## config.mk

```make
export PLATFORM = sky130hd
export DESIGN_NAME = ata_pio_host_sequencer_top
export DESIGN_NICKNAME = d
export VERILOG_FILES = /design/src/design/aps_pkg.sv /design/src/design/aps_front.sv /design/src/design/aps_queue.sv /design/src/design/aps_back.sv /design/src/design/ata_pio_host_sequencer_top.sv
export SDC_FILE = /design/constraint.sdc
export NUM_CORES = 1
export LEC_CHECK = 0
export ABC_AREA = 1
export BUFFER_PORTS_ARGS = -buffer_cell sky130_fd_sc_hd__buf_4
export CORE_MARGIN = 2
export CORE_UTILIZATION = 50
export CTS_CLUSTER_DIAMETER = 150
export DETAILED_ROUTE_END_ITERATION = 7
export PLACE_DENSITY = 0.68
export SLEW_MARGIN = 10
export SYNTH_ARGS = -nofsm -noshare
export SYNTH_HDL_FRONTEND = slang
export SYNTH_SLANG_ARGS = --single-unit
```

## constraint.sdc

```tcl
create_clock -name i_clk -period 14.62 [get_ports i_clk]
set_input_delay 0.731 -clock i_clk [delete_from_list [all_inputs] [get_ports i_clk]]
set_output_delay 0.731 -clock i_clk [all_outputs]
set_load 0.02 [all_outputs]
```

## src/design/aps_pkg.sv

```systemverilog
// ----------------------------------------------------------------------------
// aps_pkg
// Types and constants shared by the ATA PIO host sequencer.
// ----------------------------------------------------------------------------
package aps_pkg;
    localparam int unsigned WordsPerSector = 256;
    localparam int unsigned WlW = $clog2(WordsPerSector + 1);
    localparam int unsigned QDepth = 4;
    localparam int unsigned QAw = $clog2(QDepth);

    typedef enum logic [2:0] {
        OP_READ = 3'd0, OP_WRITE = 3'd1, OP_STATUS = 3'd2,
        OP_DATA = 3'd3, OP_HOST = 3'd4, OP_TICK = 3'd5
    } t_op;

    typedef enum logic [2:0] {
        K_REG_WR = 3'd0, K_STAT_RD = 3'd1, K_DATA_RD = 3'd2,
        K_DATA_WR = 3'd3, K_HOST = 3'd4, K_DONE = 3'd5
    } t_kind;

    typedef enum logic [2:0] {
        DC_OK = 3'd0, DC_ABSENT = 3'd1, DC_ERROR = 3'd2,
        DC_FAULT = 3'd3, DC_TIMEOUT = 3'd4
    } t_code;

    typedef enum logic [3:0] {
        PH_IDLE, PH_READY1, PH_DRQ_RD, PH_RD_DATA, PH_DRQ_WR, PH_WR_DATA, PH_READY2
    } t_phase;

    // one result item
    typedef struct packed {
        logic [2:0]  kind;
        logic [2:0]  reg_offset;
        logic [15:0] word;
        logic [2:0]  done_code;
        logic        last;
    } t_res;

    // one queued result burst for the back end: up to 6 results
    typedef struct packed {
        logic [2:0] cnt;
        t_res [5:0] res;
    } t_burst;

    localparam int unsigned BurstW = $bits(t_burst);

    localparam logic [2:0] REG_DATA = 3'd0;
    localparam logic [2:0] REG_COUNT = 3'd2;
    localparam logic [2:0] REG_LBA_LO = 3'd3;
    localparam logic [2:0] REG_LBA_MID = 3'd4;
    localparam logic [2:0] REG_LBA_HI = 3'd5;
    localparam logic [2:0] REG_DRVHEAD = 3'd6;
    localparam logic [2:0] REG_CMDSTAT = 3'd7;

    localparam logic [7:0] ST_ERR = 8'h01;
    localparam logic [7:0] ST_DRQ = 8'h08;
    localparam logic [7:0] ST_DF = 8'h20;
    localparam logic [7:0] ST_DRDY = 8'h40;
    localparam logic [7:0] ST_BSY = 8'h80;

    localparam logic [0:0] CFG_PRESENT = 1'b0;
    localparam logic [0:0] CFG_TIMEOUT = 1'b1;

    function automatic t_res mk(input t_kind k, input logic [2:0] off,
                                input logic [15:0] w, input t_code c);
        t_res r;
        r.kind = k;
        r.reg_offset = off;
        r.word = w;
        r.done_code = c;
        r.last = 1'b0;
        return r;
    endfunction
endpackage

```

## src/design/aps_front.sv

```systemverilog
// ----------------------------------------------------------------------------
// aps_front
// Accepts transactions, runs the phase machine and emits a result burst.
// ----------------------------------------------------------------------------
module aps_front (
    input  logic                 i_clk,
    input  logic                 i_rst_n,
    input  logic                 i_cfg_we,
    input  logic                 i_cfg_idx,
    input  logic [15:0]          i_cfg_data,
    input  logic                 i_valid,
    output logic                 o_ready,
    input  logic [2:0]           i_operation,
    input  logic                 i_drive,
    input  logic [27:0]          i_lba,
    input  logic [7:0]           i_sector_count,
    input  logic [15:0]          i_value,
    input  logic                 i_q_full,
    output logic                 o_push,
    output aps_pkg::t_burst      o_burst
);
    import aps_pkg::*;

    logic [1:0]     r_present;
    logic [15:0]    r_timeout;
    t_phase         r_phase, n_phase;
    logic           r_writing, n_writing;
    logic [7:0]     r_sec_left, n_sec_left;
    logic [WlW-1:0] r_words_left, n_words_left;
    logic [15:0]    r_elapsed, n_elapsed;
    logic [27:0]    r_plba, n_plba;
    logic [7:0]     r_pcnt, n_pcnt;
    logic           acc;
    logic [7:0]     st;
    logic [2:0]     n;
    t_res [5:0]     res;
    logic [WlW-1:0] wl_dec;
    logic [7:0]     sec_dec;

    assign o_ready = !i_q_full;
    assign acc = i_valid && o_ready;
    assign st = i_value[7:0];
    assign wl_dec = r_words_left - WlW'(1);
    assign sec_dec = r_sec_left - 8'd1;

    always_ff @(posedge i_clk) begin
        if (!i_rst_n) begin
            r_present <= '0;
            r_timeout <= 16'd50;
        end else if (i_cfg_we) begin
            if (i_cfg_idx == CFG_PRESENT) r_present <= i_cfg_data[1:0];
            else r_timeout <= i_cfg_data;
        end
    end

    always_ff @(posedge i_clk) begin
        if (!i_rst_n) begin
            r_phase <= PH_IDLE;
            r_writing <= 1'b0;
            r_sec_left <= '0;
            r_words_left <= '0;
            r_elapsed <= '0;
            r_plba <= '0;
            r_pcnt <= '0;
        end else if (acc) begin
            r_phase <= n_phase;
            r_writing <= n_writing;
            r_sec_left <= n_sec_left;
            r_words_left <= n_words_left;
            r_elapsed <= n_elapsed;
            r_plba <= n_plba;
            r_pcnt <= n_pcnt;
        end
    end

    always_comb begin
        n_phase = r_phase;
        n_writing = r_writing;
        n_sec_left = r_sec_left;
        n_words_left = r_words_left;
        n_elapsed = r_elapsed;
        n_plba = r_plba;
        n_pcnt = r_pcnt;
        n = '0;
        res = '0;
        unique case (i_operation)
            OP_TICK: begin
                if (r_phase != PH_IDLE && r_elapsed != 16'hFFFF)
                    n_elapsed = r_elapsed + 16'd1;
            end
            OP_READ, OP_WRITE: begin
                if (r_phase == PH_IDLE) begin
                    if (!r_present[i_drive]) begin
                        res[0] = mk(K_DONE, '0, '0, DC_ABSENT);
                        n = 3'd1;
                    end else begin
                        n_writing = i_operation[0];
                        n_plba = i_lba;
                        n_pcnt = i_sector_count;
                        res[0] = mk(K_REG_WR, REG_DRVHEAD,
                            {8'h00, (i_drive ? 8'hF0 : 8'hE0) | {4'h0, i_lba[27:24]}},
                            DC_OK);
                        res[1] = mk(K_STAT_RD, REG_CMDSTAT, '0, DC_OK);
                        n = 3'd2;
                        n_phase = PH_READY1;
                        n_elapsed = '0;
                    end
                end
            end
            OP_STATUS: begin
                priority case (r_phase)
                    PH_READY1, PH_READY2: begin
                        if ((st & ST_ERR) != 0) begin
                            res[0] = mk(K_DONE, '0, '0, DC_ERROR);
                            n = 3'd1; n_phase = PH_IDLE;
                        end else if ((st & ST_DF) != 0) begin
                            res[0] = mk(K_DONE, '0, '0, DC_FAULT);
                            n = 3'd1; n_phase = PH_IDLE;
                        end else if ((st & ST_BSY) == 0 && (st & ST_DRDY) != 0) begin
                            if (r_phase == PH_READY2) begin
                                res[0] = mk(K_DONE, '0, '0, DC_OK);
                                n = 3'd1; n_phase = PH_IDLE;
                            end else begin
                                res[0] = mk(K_REG_WR, REG_COUNT, {8'h00, r_pcnt}, DC_OK);
                                res[1] = mk(K_REG_WR, REG_LBA_LO, {8'h00, r_plba[7:0]},
                                    DC_OK);
                                res[2] = mk(K_REG_WR, REG_LBA_MID, {8'h00, r_plba[15:8]},
                                    DC_OK);
                                res[3] = mk(K_REG_WR, REG_LBA_HI, {8'h00, r_plba[23:16]},
                                    DC_OK);
                                res[4] = mk(K_REG_WR, REG_CMDSTAT,
                                    r_writing ? 16'h0030 : 16'h0020, DC_OK);
                                n = 3'd6;
                                n_sec_left = r_pcnt;
                                n_elapsed = '0;
                                if (r_writing) begin
                                    res[5] = mk(K_STAT_RD, REG_CMDSTAT, '0, DC_OK);
                                    n_phase = (r_pcnt != 0) ? PH_DRQ_WR : PH_READY2;
                                end else if (r_pcnt != 0) begin
                                    res[5] = mk(K_STAT_RD, REG_CMDSTAT, '0, DC_OK);
                                    n_phase = PH_DRQ_RD;
                                end else begin
                                    res[5] = mk(K_DONE, '0, '0, DC_OK);
                                    n_phase = PH_IDLE;
                                end
                            end
                        end else if (r_elapsed > r_timeout) begin
                            res[0] = mk(K_DONE, '0, '0, DC_TIMEOUT);
                            n = 3'd1; n_phase = PH_IDLE;
                        end else begin
                            res[0] = mk(K_STAT_RD, REG_CMDSTAT, '0, DC_OK);
                            n = 3'd1;
                        end
                    end
                    PH_DRQ_RD: begin
                        if ((st & ST_ERR) != 0) begin
                            res[0] = mk(K_DONE, '0, '0, DC_ERROR);
                            n = 3'd1; n_phase = PH_IDLE;
                        end else if ((st & ST_DRQ) != 0) begin
                            n_phase = PH_RD_DATA;
                            n_words_left = WlW'(WordsPerSector);
                            res[0] = mk(K_DATA_RD, REG_DATA, '0, DC_OK);
                            n = 3'd1;
                        end else begin
                            res[0] = mk(K_STAT_RD, REG_CMDSTAT, '0, DC_OK);
                            n = 3'd1;
                        end
                    end
                    PH_DRQ_WR: begin
                        if ((st & ST_ERR) != 0) begin
                            res[0] = mk(K_DONE, '0, '0, DC_ERROR);
                            n = 3'd1; n_phase = PH_IDLE;
                        end else if ((st & ST_DF) != 0) begin
                            res[0] = mk(K_DONE, '0, '0, DC_FAULT);
                            n = 3'd1; n_phase = PH_IDLE;
                        end else if ((st & ST_DRQ) != 0) begin
                            n_phase = PH_WR_DATA;
                            n_words_left = WlW'(WordsPerSector);
                        end else if (r_elapsed > r_timeout) begin
                            res[0] = mk(K_DONE, '0, '0, DC_TIMEOUT);
                            n = 3'd1; n_phase = PH_IDLE;
                        end else begin
                            res[0] = mk(K_STAT_RD, REG_CMDSTAT, '0, DC_OK);
                            n = 3'd1;
                        end
                    end
                    default: ;
                endcase
            end
            OP_DATA: begin
                if (r_phase == PH_RD_DATA) begin
                    res[0] = mk(K_HOST, '0, i_value, DC_OK);
                    n = 3'd2;
                    n_words_left = wl_dec;
                    if (wl_dec != 0) begin
                        res[1] = mk(K_DATA_RD, REG_DATA, '0, DC_OK);
                    end else begin
                        n_sec_left = sec_dec;
                        if (sec_dec != 0) begin
                            res[1] = mk(K_STAT_RD, REG_CMDSTAT, '0, DC_OK);
                            n_phase = PH_DRQ_RD;
                            n_elapsed = '0;
                        end else begin
                            res[1] = mk(K_DONE, '0, '0, DC_OK);
                            n_phase = PH_IDLE;
                        end
                    end
                end
            end
            OP_HOST: begin
                if (r_phase == PH_WR_DATA) begin
                    res[0] = mk(K_DATA_WR, REG_DATA, i_value, DC_OK);
                    n = 3'd1;
                    n_words_left = wl_dec;
                    if (wl_dec == 0) begin
                        n_sec_left = sec_dec;
                        res[1] = mk(K_STAT_RD, REG_CMDSTAT, '0, DC_OK);
                        n = 3'd2;
                        n_phase = (sec_dec != 0) ? PH_DRQ_WR : PH_READY2;
                        n_elapsed = '0;
                    end
                end
            end
            default: ;
        endcase
        for (int k = 0; k < 6; k++)
            if (3'(k + 1) == n) res[k].last = 1'b1;
    end

    assign o_push = acc && (n != 0);
    assign o_burst.cnt = n;
    assign o_burst.res = res;
endmodule

```

## src/design/aps_queue.sv

```systemverilog
// ----------------------------------------------------------------------------
// aps_queue
// Short FIFO of result bursts between front and back end.
// ----------------------------------------------------------------------------
module aps_queue (
    input  logic            i_clk,
    input  logic            i_rst_n,
    input  logic            i_push,
    input  aps_pkg::t_burst i_burst,
    output logic            o_full,
    output logic            o_empty,
    input  logic            i_pop,
    output aps_pkg::t_burst o_burst
);
    import aps_pkg::*;

    t_burst          r_mem [QDepth];
    logic [QAw-1:0]  r_wp, r_rp;
    logic [QAw:0]    r_cnt;

    assign o_full = (r_cnt == (QAw+1)'(QDepth));
    assign o_empty = (r_cnt == '0);
    assign o_burst = r_mem[r_rp];

    always_ff @(posedge i_clk) begin
        if (i_push) r_mem[r_wp] <= i_burst;
    end

    always_ff @(posedge i_clk) begin
        if (!i_rst_n) begin
            r_wp <= '0;
            r_rp <= '0;
            r_cnt <= '0;
        end else begin
            if (i_push) r_wp <= r_wp + QAw'(1);
            if (i_pop) r_rp <= r_rp + QAw'(1);
            r_cnt <= r_cnt + (QAw+1)'(i_push) - (QAw+1)'(i_pop);
        end
    end
endmodule

```

## src/design/aps_back.sv

```systemverilog
// ----------------------------------------------------------------------------
// aps_back
// Plays out one queued burst a result per cycle into the output register, while the receiver is ready.
// ----------------------------------------------------------------------------
module aps_back (
    input  logic            i_clk,
    input  logic            i_rst_n,
    input  logic            i_empty,
    input  aps_pkg::t_burst i_burst,
    output logic            o_pop,
    output logic            o_valid,
    input  logic            i_ready,
    output aps_pkg::t_res   o_res
);
    import aps_pkg::*;

    logic [2:0] r_idx;
    logic       r_valid;
    t_res       r_res;
    logic       load;
    logic       last_one;

    assign last_one = (r_idx + 3'd1) == i_burst.cnt;
    assign load = !i_empty && (!r_valid || i_ready);
    assign o_pop = load && last_one;
    assign o_valid = r_valid;
    assign o_res = r_res;

    always_ff @(posedge i_clk) begin
        if (!i_rst_n) begin
            r_valid <= 1'b0;
            r_idx <= '0;
        end else begin
            if (load) begin
                r_valid <= 1'b1;
                r_idx <= last_one ? 3'd0 : r_idx + 3'd1;
            end else if (i_ready) begin
                r_valid <= 1'b0;
            end
        end
    end

    always_ff @(posedge i_clk) begin
        if (load) r_res <= i_burst.res[r_idx];
    end
endmodule

```

## src/design/ata_pio_host_sequencer_top.sv

```systemverilog
// ----------------------------------------------------------------------------
// ata_pio_host_sequencer_top
// ATA PIO LBA28 host sequencer, polled primary channel.
// ----------------------------------------------------------------------------
// Input channel (i_valid/o_ready) carries commands, status and data replies,
// host words and ticks. Output channel (o_valid/i_ready) carries register
// writes, status/data reads, data writes, host words and done codes; o_last
// marks the final result of one input transaction.
// The front end takes one transaction per cycle while the queue is not full
// and turns it into a burst of 0..6 results in that cycle; a 4-entry burst
// queue feeds the back end, which drives one result per cycle from its output
// register while the receiver is ready. The first result of a transaction
// passes through a queue entry and then the output register.
// When the receiver stalls the queue fills and o_ready drops; inputs that
// give no result still need a free queue slot to be taken.
// Reset (synchronous, active low) returns to idle, clears the queue,
// drive_present to 0 and timeout to 50 ticks.
// ----------------------------------------------------------------------------
module ata_pio_host_sequencer_top (
    input  logic        i_clk,
    input  logic        i_rst_n,
    input  logic        i_cfg_we,
    input  logic        i_cfg_idx,
    input  logic [15:0] i_cfg_data,
    input  logic        i_valid,
    output logic        o_ready,
    input  logic [2:0]  i_operation,
    input  logic        i_drive,
    input  logic [27:0] i_lba,
    input  logic [7:0]  i_sector_count,
    input  logic [15:0] i_value,
    output logic        o_valid,
    input  logic        i_ready,
    output logic [2:0]  o_kind,
    output logic [2:0]  o_reg_offset,
    output logic [15:0] o_word,
    output logic [2:0]  o_done_code,
    output logic        o_last
);
    import aps_pkg::*;

    logic   q_full, q_empty, push, pop;
    t_burst f_burst, q_burst;
    t_res   res;

    aps_front u_front (
        .i_clk(i_clk), .i_rst_n(i_rst_n),
        .i_cfg_we(i_cfg_we), .i_cfg_idx(i_cfg_idx), .i_cfg_data(i_cfg_data),
        .i_valid(i_valid), .o_ready(o_ready),
        .i_operation(i_operation), .i_drive(i_drive), .i_lba(i_lba),
        .i_sector_count(i_sector_count), .i_value(i_value),
        .i_q_full(q_full), .o_push(push), .o_burst(f_burst)
    );

    aps_queue u_queue (
        .i_clk(i_clk), .i_rst_n(i_rst_n),
        .i_push(push), .i_burst(f_burst), .o_full(q_full), .o_empty(q_empty),
        .i_pop(pop), .o_burst(q_burst)
    );

    aps_back u_back (
        .i_clk(i_clk), .i_rst_n(i_rst_n),
        .i_empty(q_empty), .i_burst(q_burst), .o_pop(pop),
        .o_valid(o_valid), .i_ready(i_ready), .o_res(res)
    );

    assign o_kind = res.kind;
    assign o_reg_offset = res.reg_offset;
    assign o_word = res.word;
    assign o_done_code = res.done_code;
    assign o_last = res.last;
endmodule

```

# Yosys cells after proc, flatten, opt, wreduce, memory -nomap -nowiden
# Memories as Yosys holds them, arrays and structs flattened. A register that Yosys moved wholly into a read port is not among the register bits.
# Index checks and enable logic that the tools add are counted.
# classes
bitwise,2
n_lt_le_gt_ge,3
add_sub_neg,8
n_eq_ne,39
muxes,116
n_reduce_logical,33
# ops
operator,n
$mux 130,5
$mux 26,15
$mux 16,13
$pmux 52 s4,1
$mux 104,1
$mux 52,2
$pmux 16 s5,1
$bmux 26 s3,1
$pmux 26 s3,1
$mux 8,9
$mux 4,17
$mux 9,6
$mux 50,1
$mux 24,2
$logic_not 32->1,1
$mux 3,9
$pmux 9 s3,1
$mux 25,1
$pmux 8 s3,1
$mux 2,9
$pmux 9 s2,1
$add 16x1->16 const B,1
$gt 16x16->1,1
$ne 16x16->1 const B,1
49 further kinds,100
# word_totals
out_inout_bits,28
mem_bits_rw,636
n_memories,1
in_bits,78
reg_bits,125
word_cells,221
# memory_table
memory,words,width,read_ports,rd_ports_with_merged_regs,wr,line,rtl
u_queue.r_mem,4,159,1,1,1,aps_queue.sv:17,t_burst r_mem [QDepth];

# Depth between registers and ports, before layout
# Gate-level depths: netlist (run 1).
# depth
depth_word,11
ltp_mapped,21
ltp_nobuf,21

# Hierarchy
# Synthesis (run 1) repeated with hierarchy kept, for this count alone.
# unflattened
hier_cells,3179
hier_area_um2,34525.6
# by_module_without_submodules
mod,area_each_um2,n_inst,seq_area_each_um2,cells_each
aps_queue,25917.4,1,19278.5,1910
aps_front,6200.9,1,1761.7,934
aps_back,2407.3,1,860.8,335

# Least setup slack after synthesis (run 1)
# No wires, ideal clock.
# synth_timing
path_kind,input to register
start,in i_operation[0]
end,"mem u_queue.r_mem[0][0] (netlist name), enable pin"
path_stages,9
required_ps,14127
setup_time_ps,493
setup_slack_ps,9415
arrival_ps,4712
path_buffers,0
path_cell_list,nor3_1 > inv_2 > nor3_2 > nor2_1 > nand2_1 > nor2_1 > nand2_1 > nand2_1 > nor2_1
# synth_between
elab_chain_len,7
elab_cells_between_ends,11
cone_classes,eq/ne (4); mux (3); reduce/logical (4)
# synth_rtl
element,line,rtl
from (decl),ata_pio_host_sequencer_top.sv:27,"input logic [2:0] i_operation,"
$eq 3x1->1 or $logic_not 3->1 (tied branches),aps_front.sv:86,unique case (i_operation)
$reduce_or 2->1,aps_front.sv:86,
$pmux 3 s4 (*),aps_front.sv:86,
$reduce_bool 3->1 (*),aps_front.sv:230,assign o_push = acc && (n != 0);
$logic_and 1x1->1 (*),aps_front.sv:230,
$mux 1 (*),aps_queue.sv:26,if (i_push) r_mem[r_wp] <= i_burst;
$mux 1 (not written as such) (*),aps_queue.sv:26,
to (decl),aps_queue.sv:17,
# Mark *: on every way between the ends. The rest lies on a longest branch, timed or not.

==> results of run 1 <==
==> state kept, by name, summed over array words and instances, names as in the netlist, named ones only <==
| name | count |
|---|---|
| u_queue.r_cnt | 3 |
| u_queue.r_rp | 2 |
| u_front.r_sec_left | 8 |
| u_front.r_plba | 24 |
| u_back.r_idx | 3 |
| u_front.r_present | 2 |
| u_front.r_writing | 1 |
| u_queue.r_wp | 2 |
| u_front.r_words_left | 9 |
| u_front.r_timeout | 16 |
| u_back.o_valid | 1 |
| u_back.o_res | 26 |
| u_front.r_pcnt | 8 |
| u_front.r_elapsed | 16 |
| u_front.r_phase | 4 |
| u_queue.r_mem | 268 |
==> through the flow <==
stage	hold slack, ns	power [mW]	utilization
after global routing	0.4072	3.113	0.5825
after floorplan	0.4205	1.657	-
final	0.4016	2.993	0.5825
after detailed placement	0.4408	1.850	0.5381
after CTS	0.3839	3.011	0.5825
after global placement	0.4314	1.841	0.5381
==> Yosys cell counts (all sizes together) (3+ instances only) <==
cell type,count,area (um^2)
nor2,309,1187
edfxtp,294,8828
nand2,216,830.8
o21ai,200,1001
inv,144,540.5
a21oi,102,510.5
dfxtp,101,2022
clkbuf,66,247.7
nand3,65,325.3
o22ai,35,219.0
ha,30,375.4
xor2,20,175.2
o221ai,17,148.9
nor3,16,95.09
buf,14,87.58
nand4,12,81.33
o211ai,9,67.56
a31oi,8,50.05
xnor2,8,70.07
a22oi,7,66.31
a221oi,6,52.55
nor4,5,31.28
o31ai,4,30.03
a211oi,3,22.52
==> report_power, final <==
part           switching, mW  internal, mW  total (mW)
logic                  0.336         0.159       0.495
clock network          0.434         0.733        1.17
registers             0.0429          1.29        1.33
total                  0.813          2.18        2.99
==> layer usage <==
metal | wire length (um) | up-vias
li1 | - | 6121
met3 | 2324 | 74
met5 | 0 | -
met4 | 1119 | 0
met1 | 18540 | 6128
met2 | 19440 | 434
==> logic make-up (layout without fill, tap and decap cells) <==
group | after synthesis | in the layout
AND/OR/NAND/NOR | 629 | 629
AO/OA/AOI/OAI | 402 | 402
flip-flops | 395 | 395
buffers and inverters | 226 | 339
adder cells (fa/ha/maj) | 31 | 31
XOR/XNOR | 28 | 28
other | 1 | 12
multiplexers | 1 | 1
==> final timing paths <==
kind                      start              endpoint  slack (ns)  cells after the start
min               i_cfg_data[4]  u_front.r_timeout[4]        0.40                      3
max                   flip-flop      u_queue.r_cnt[2]       10.09                     17
max reg2reg           flip-flop      u_queue.r_cnt[2]       10.09                     17
min reg2reg  u_front.r_phase[3]    u_front.r_phase[3]        0.45                      2
==> cell type report <==
cell class	count	area share
clock inverter	23	0.02099
inverter	146	0.02756
timing repair buffer	117	0.04398
clock buffer	53	0.05525
sequential	395	0.5435
multi-input combinational	1103	0.2802
tap	455	0.02850
==> worst min-delay path, stage by stage <==
cell and delay, ns:
buf_4 0.07, nand2_1 0.04, o211ai_1 0.06
==> cell usage in the layout, fill, tap and decap left out, types with 11 or more instances in the layout <==
cell and instances:
a21oi_1 102, buf_4 117, bufinv_16 11, clkbuf_16 42
conb_1 12, dfxtp_1 99, edfxtp_1 294, ha_1 30
inv_1 137, nand2_1 212, nand3_1 65, nand4_1 11
nor2_1 298, nor3_1 13, o21ai_0 196, o221ai_1 17
o22ai_1 35, xor2_1 20
==> flow_metrics.env, run 1 <==
export IMPL_synth_area_per_cell_um2=10.07
export IMPL_ys_types=54
export IMPL_grt_max_degree=88
export IMPL_grt_pass1_vias=12180
export IMPL_grt_use_met2=0.3801
export IMPL_hold_path_class="primary input to flip-flop"
export IMPL_crit_path_start_kind="flip-flop"
export IMPL_ant_nets=0
export IMPL_stdcell_count=2292
export IMPL_setup_viol=0
export IMPL_setup_slack_ns=10.09
export IMPL_path_buf_inv=6
export IMPL_power_leakage_nw=7.842
export IMPL_status="finished clean"
export IMPL_initial_utilization=0.5029
export IMPL_vias=12760
export IMPL_clk_pin_slew_ns=0.06
export IMPL_wl_per_cell_um=18.08
export IMPL_synth_cells=1713
export IMPL_htreeDepth=2
export IMPL_drt_iter0_markers=1270
export IMPL_clock_latency_ns=0.56
export IMPL_setup_tns_ns=0
export IMPL_required_ns=15.11
export IMPL_synthArstFlopShare=0
export IMPL_grt_use_total=0.2316
export IMPL_cts_path_max_buffers=3
export IMPL_cp_top_family="buffers and inverters"
export IMPL_pre_cts_ws_ns=10.11
export IMPL_chipHeight_um=189.7
export IMPL_first_pass_iters=5
export IMPL_drv_cap=0
export IMPL_fin_crit_sh=0.3096
export IMPL_hold_violations=0
export IMPL_cts_root_buf="clkbuf_16"
export IMPL_cp_cell_sequence="buf_4 -> clkinv_1 -> buf_4 -> o21ai_0 -> o22ai_1 -> xor2_1 -> nor2_1 -> nand2_1 -> nor2_1 -> ha_1 -> inv_1 -> ha_1 -> inv_1 -> fa_1 -> inv_1 -> o21ai_0 -> a21oi_1"
export IMPL_slowest_delay_ns=0.82
export IMPL_busiest_layer="met2"
export IMPL_portBuffers=105
export IMPL_rsz0062_at_grt="no"
export IMPL_area_growth_pct=15.82
export IMPL_worst_slew_margin_rel=0.2327
export IMPL_synth_area_um2=17240
export IMPL_dpl_hpwl_um=26120
export IMPL_diodes=0
export IMPL_drc=0
export IMPL_cts_buffers_inserted=41
export IMPL_final_area_um2=19970
export IMPL_slew_viol_final=0
export IMPL_multi_input_area_um2=5597
export IMPL_finalClockSkew_ns=0.02601
export IMPL_synth_xor_area_frac=0.01422
export IMPL_synth_compound_area_frac=0.1313
export IMPL_clock_sinks=395
export IMPL_grt_ovfl_total=0
export IMPL_timing_fmax_ghz=0.2209
export IMPL_place_congestion=0.8819
export IMPL_cp_slowest_cell="clkinv_1"
export IMPL_fin_nets=1913
export IMPL_synth_top_family_by_area="simple AND/OR/NAND/NOR gates"
export IMPL_drt_wl_total_um=41430
export IMPL_muxShareOfSynthArea=0.0005805
export IMPL_antenna_found_initial=0
export IMPL_synth_warnings=0
export IMPL_synth_edf_count=294
export IMPL_vias_per_cell=5.566
export IMPL_die_area_um2=35990
export IMPL_p_per_area_nw_per_um2=149.9
export IMPL_ys_seq_area_frac=0.6292
export IMPL_final_min_clock_period_ns=4.527
export IMPL_worstPathMaxFanout=68
export IMPL_dp_cells=2216
export IMPL_use_met3=0.02896
export IMPL_io_pins=106
export IMPL_postCtsSetupRepairBufs=0
export IMPL_synthAdderAreaFrac=0.02293
export IMPL_post_cts_resized=0
export IMPL_synthSimpleGateAreaFrac=0.1503
export IMPL_fillers=2884
export IMPL_synth_flop_cell="edfxtp_1"
export IMPL_die_w_um=189.7
export IMPL_register_area_um2=10860
export IMPL_row_count=68
export IMPL_worstSetupPathType="flip-flop to flip-flop"
export IMPL_worst_path_most_repeated_cell="inv_1"
export IMPL_cts_hold_buf=0
export IMPL_critPathArrivalTime_ns=5.01
export IMPL_max_slew_worst_pin_slew_ns=1.151
export IMPL_cts_tree="yes"
export IMPL_core_um2=34290
export IMPL_dpl_cell_area_um2=18450
export IMPL_synth_seq_cells=395
export IMPL_endpoint_kind="flip-flop"
export IMPL_grt_pass1_wl_um=65810
export IMPL_use_met1=0.3212
export IMPL_ir_worst_vdd_mv=0.09565
export IMPL_drive_gt1_frac=0.1176
Note: power is estimated with default switching activity, not from simulation.
==> inputs of run 2 (changes only) <==
--- a/config.mk
+++ b/config.mk
@@ -11,7 +11,7 @@
 export CORE_UTILIZATION = 50
 export CTS_CLUSTER_DIAMETER = 150
 export DETAILED_ROUTE_END_ITERATION = 7
-export PLACE_DENSITY = 0.68
+export PLACE_DENSITY = 0.7
 export SLEW_MARGIN = 10
 export SYNTH_ARGS = -nofsm -noshare
 export SYNTH_HDL_FRONTEND = slang
==> constraint.sdc (replaced) <==
create_clock -name i_clk -period 3.9 [get_ports i_clk]
set_input_delay 0.195 -clock i_clk [delete_from_list [all_inputs] [get_ports i_clk]]
set_output_delay 0.195 -clock i_clk [all_outputs]
set_load 0.02 [all_outputs]
==> run 2 against run 1 <==
Effect of this change: final cell count increased by 2.7%; critical path depth rose by 1; count of clock-buffer cells in the layout unchanged; sequential cell count did not move; non-clock buffer count up 63; wire length up 1.3%; maximum frequency is 36% higher; critical endpoint is now u_queue.r_cnt[1]; largest power group unchanged.
==> flow_metrics.env, run 2 (synthesis results as in run 1) <==
export IMPL_diodes=0
export IMPL_top_register="u_queue.r_mem"
export IMPL_core_um2=34290
export IMPL_cts_root_buf="clkbuf_16"
export IMPL_drt_iter0_markers=1558
export IMPL_die_area_um2=35990
export IMPL_grt_pass1_vias=12270
export IMPL_internal_power_mw=7.911
export IMPL_fin_nets=1977
export IMPL_hold_path_cell_count=3
export IMPL_fillers=2775
export IMPL_drc=0
export IMPL_portBuffers=105
export IMPL_io_pins=106
export IMPL_dpl_hpwl_um=27240
export IMPL_drt_wl_total_um=41960
export IMPL_cts_buffers_inserted=42
export IMPL_row_count=68
export IMPL_drive_gt1_frac=0.1201
export IMPL_area_growth_pct=18.89
export IMPL_dpl_cell_area_um2=18630
export IMPL_clk_pin_slew_ns=0.06
export IMPL_layout_commonest_cell="nor2_1"
export IMPL_hold_path_class="primary input to flip-flop"
export IMPL_layout_common_cells="nor2_1 (298), edfxtp_1 (294), nand2_1 (212), o21ai_0 (196), inv_1 (137)"
export IMPL_min_from="i_lba[21]"
export IMPL_p_switching_mw=3.004
export IMPL_crit_path_start_kind="flip-flop"
export IMPL_largest_reg_flops=268
export IMPL_cts_path_max_buffers=3
export IMPL_dp_cells=2232
export IMPL_p_per_area_nw_per_um2=532.4
export IMPL_place_congestion=0.8659
export IMPL_clkPwrFrac=0.366
export IMPL_multi_input_area_um2=5597
export IMPL_antenna_found_initial=0
export IMPL_finalClockSkew_ns=0.01631
export IMPL_initial_utilization=0.5029
export IMPL_final_area_um2=20500
export IMPL_min_to="u_front.r_plba[21]"
export IMPL_chipHeight_um=189.7
export IMPL_clock_sinks=395
export IMPL_ant_nets=0
export IMPL_required_ns=4.35
export IMPL_r2r_end="u_queue.r_cnt[1]"
export IMPL_endpoint_kind="flip-flop"
export IMPL_cp_startpoint="u_front.r_words_left[0]"
export IMPL_r2r_cells=18
export IMPL_reg2reg_from="u_front.r_words_left[0]"
export IMPL_vias_per_cell=5.505
export IMPL_worstSetupPathType="flip-flop to flip-flop"
export IMPL_register_area_um2=10860
export IMPL_grt_ovfl_total=0
export IMPL_clock_latency_ns=0.54
export IMPL_status="finished clean"
export IMPL_hold_violations=0
export IMPL_vias=12950
export IMPL_timing_fmax_ghz=0.3005
export IMPL_hold_slack_ns=0.02486
export IMPL_ir_worst_vdd_mv=0.3447
export IMPL_worstPathMaxFanout=9
export IMPL_grt_pass1_wl_um=65500
export IMPL_setup_viol=0
export IMPL_stdcell_count=2353
export IMPL_die_w_um=189.7
export IMPL_swShare=0.2752
export IMPL_power_leakage_nw=8.058
export IMPL_post_route_util=0.5979
export IMPL_wl_per_cell_um=17.83
export IMPL_max_slew_worst_pin_slew_ns=0.8562
export IMPL_fin_crit_sh=0.8531
export IMPL_first_pass_iters=6
export IMPL_cts_tree="yes"
export IMPL_r2r_setup_slack_ns=0.57
export IMPL_comb_power_share=0.180
export IMPL_drv_cap=0
export IMPL_grt_use_total=0.2319
export IMPL_final_min_clock_period_ns=3.327
export IMPL_slew_viol_final=0
export IMPL_rsz0062_at_grt="no"
export IMPL_seqPwrFrac=0.454
export IMPL_critPathArrivalTime_ns=3.78
export IMPL_worst_slew_margin_rel=0.4286
export IMPL_grt_max_degree=73
export IMPL_htreeDepth=2
[run 2: cell types whose count changed in the layout (fill, tap and decap cells not counted), sizes merged]
| cell | delta |
|---|---|
| dlygate4sd3 | +47 |
| buf | +16 |
| bufinv | -5 |
| clkinvlp | +3 |
| clkinv | -2 |
| inv | +2 |
[run 2: worst max-delay path, cell delays in order (launching register included)]
cell     delay (ns)
dfxtp_1        0.31
inv_1          0.14
ha_1           0.20
inv_1          0.05
nor2_2         0.13
nand2_2        0.08
o21ai_1        0.13
nand2_1        0.08
or2_1          0.25
nor2_2         0.10
nand2_2        0.14
a21oi_1        0.24
nand2_1        0.10
nand2_1        0.39
inv_1          0.10
ha_1           0.21
inv_1          0.07
fa_1           0.42
nor2_1         0.10
[run 2: area by class of cell]
type	count	area share
Clock buffer	53	0.05425
Inverter	146	0.02679
Timing Repair Buffer	180	0.07470
Clock inverter	21	0.01404
Sequential cell	395	0.5295
Tap cell	455	0.02777
Multi-Input combinational cell	1103	0.2730
[run 2: timing repair]
item | CTS | global route
hold buffers | 47 | 0
gates resized for setup | 0 | 0
endpoints found under the hold margin | 49 | 0
setup buffers | 0 | 0
[run 2: power groups by stage]
stage                     Sequential, mW  Clock (mW)  Combinational, mW
after floorplan                     5.14           0               1.07
after global placement              5.03           0               1.88
after detailed placement            5.04           0               1.91
after CTS                           4.95        4.06               1.96
after global routing                4.97        4.22               2.15
final                               4.95        4.00               1.96
[run 2: worst max path at each step]
stage / end / slack, ns / depth (start not counted)
after floorplan: u_queue.r_mem[0][0] / -0.19 / 15
after global placement: u_queue.r_mem[0][2] / 0.64 / 16
after detailed placement: u_queue.r_cnt[1] / 0.59 / 18
after CTS: u_queue.r_cnt[2] / 0.58 / 21
after global routing: u_queue.r_cnt[1] / 0.33 / 18
final: u_queue.r_cnt[1] / 0.57 / 18
[run 2: through the flow]
step / power, mW / setup slack (ns) / setup TNS (ns)
floorplan: 6.209 / -0.1894 / -50.76
global placement: 6.915 / 0.6443 / 0
detailed placement: 6.951 / 0.5862 / 0
CTS: 10.96 / 0.5805 / 0
global route: 11.34 / 0.3273 / 0
finish: 10.91 / 0.5727 / 0
[run 2: routing by layer]
layer	up-vias	track usage	share of wire
met2	496	0.3888	0.48
li1	6230	-	-
met1	6146	0.3199	0.43
met3	81	0.02527	0.064
met5	-	0	0
met4	0	0.07096	0.026
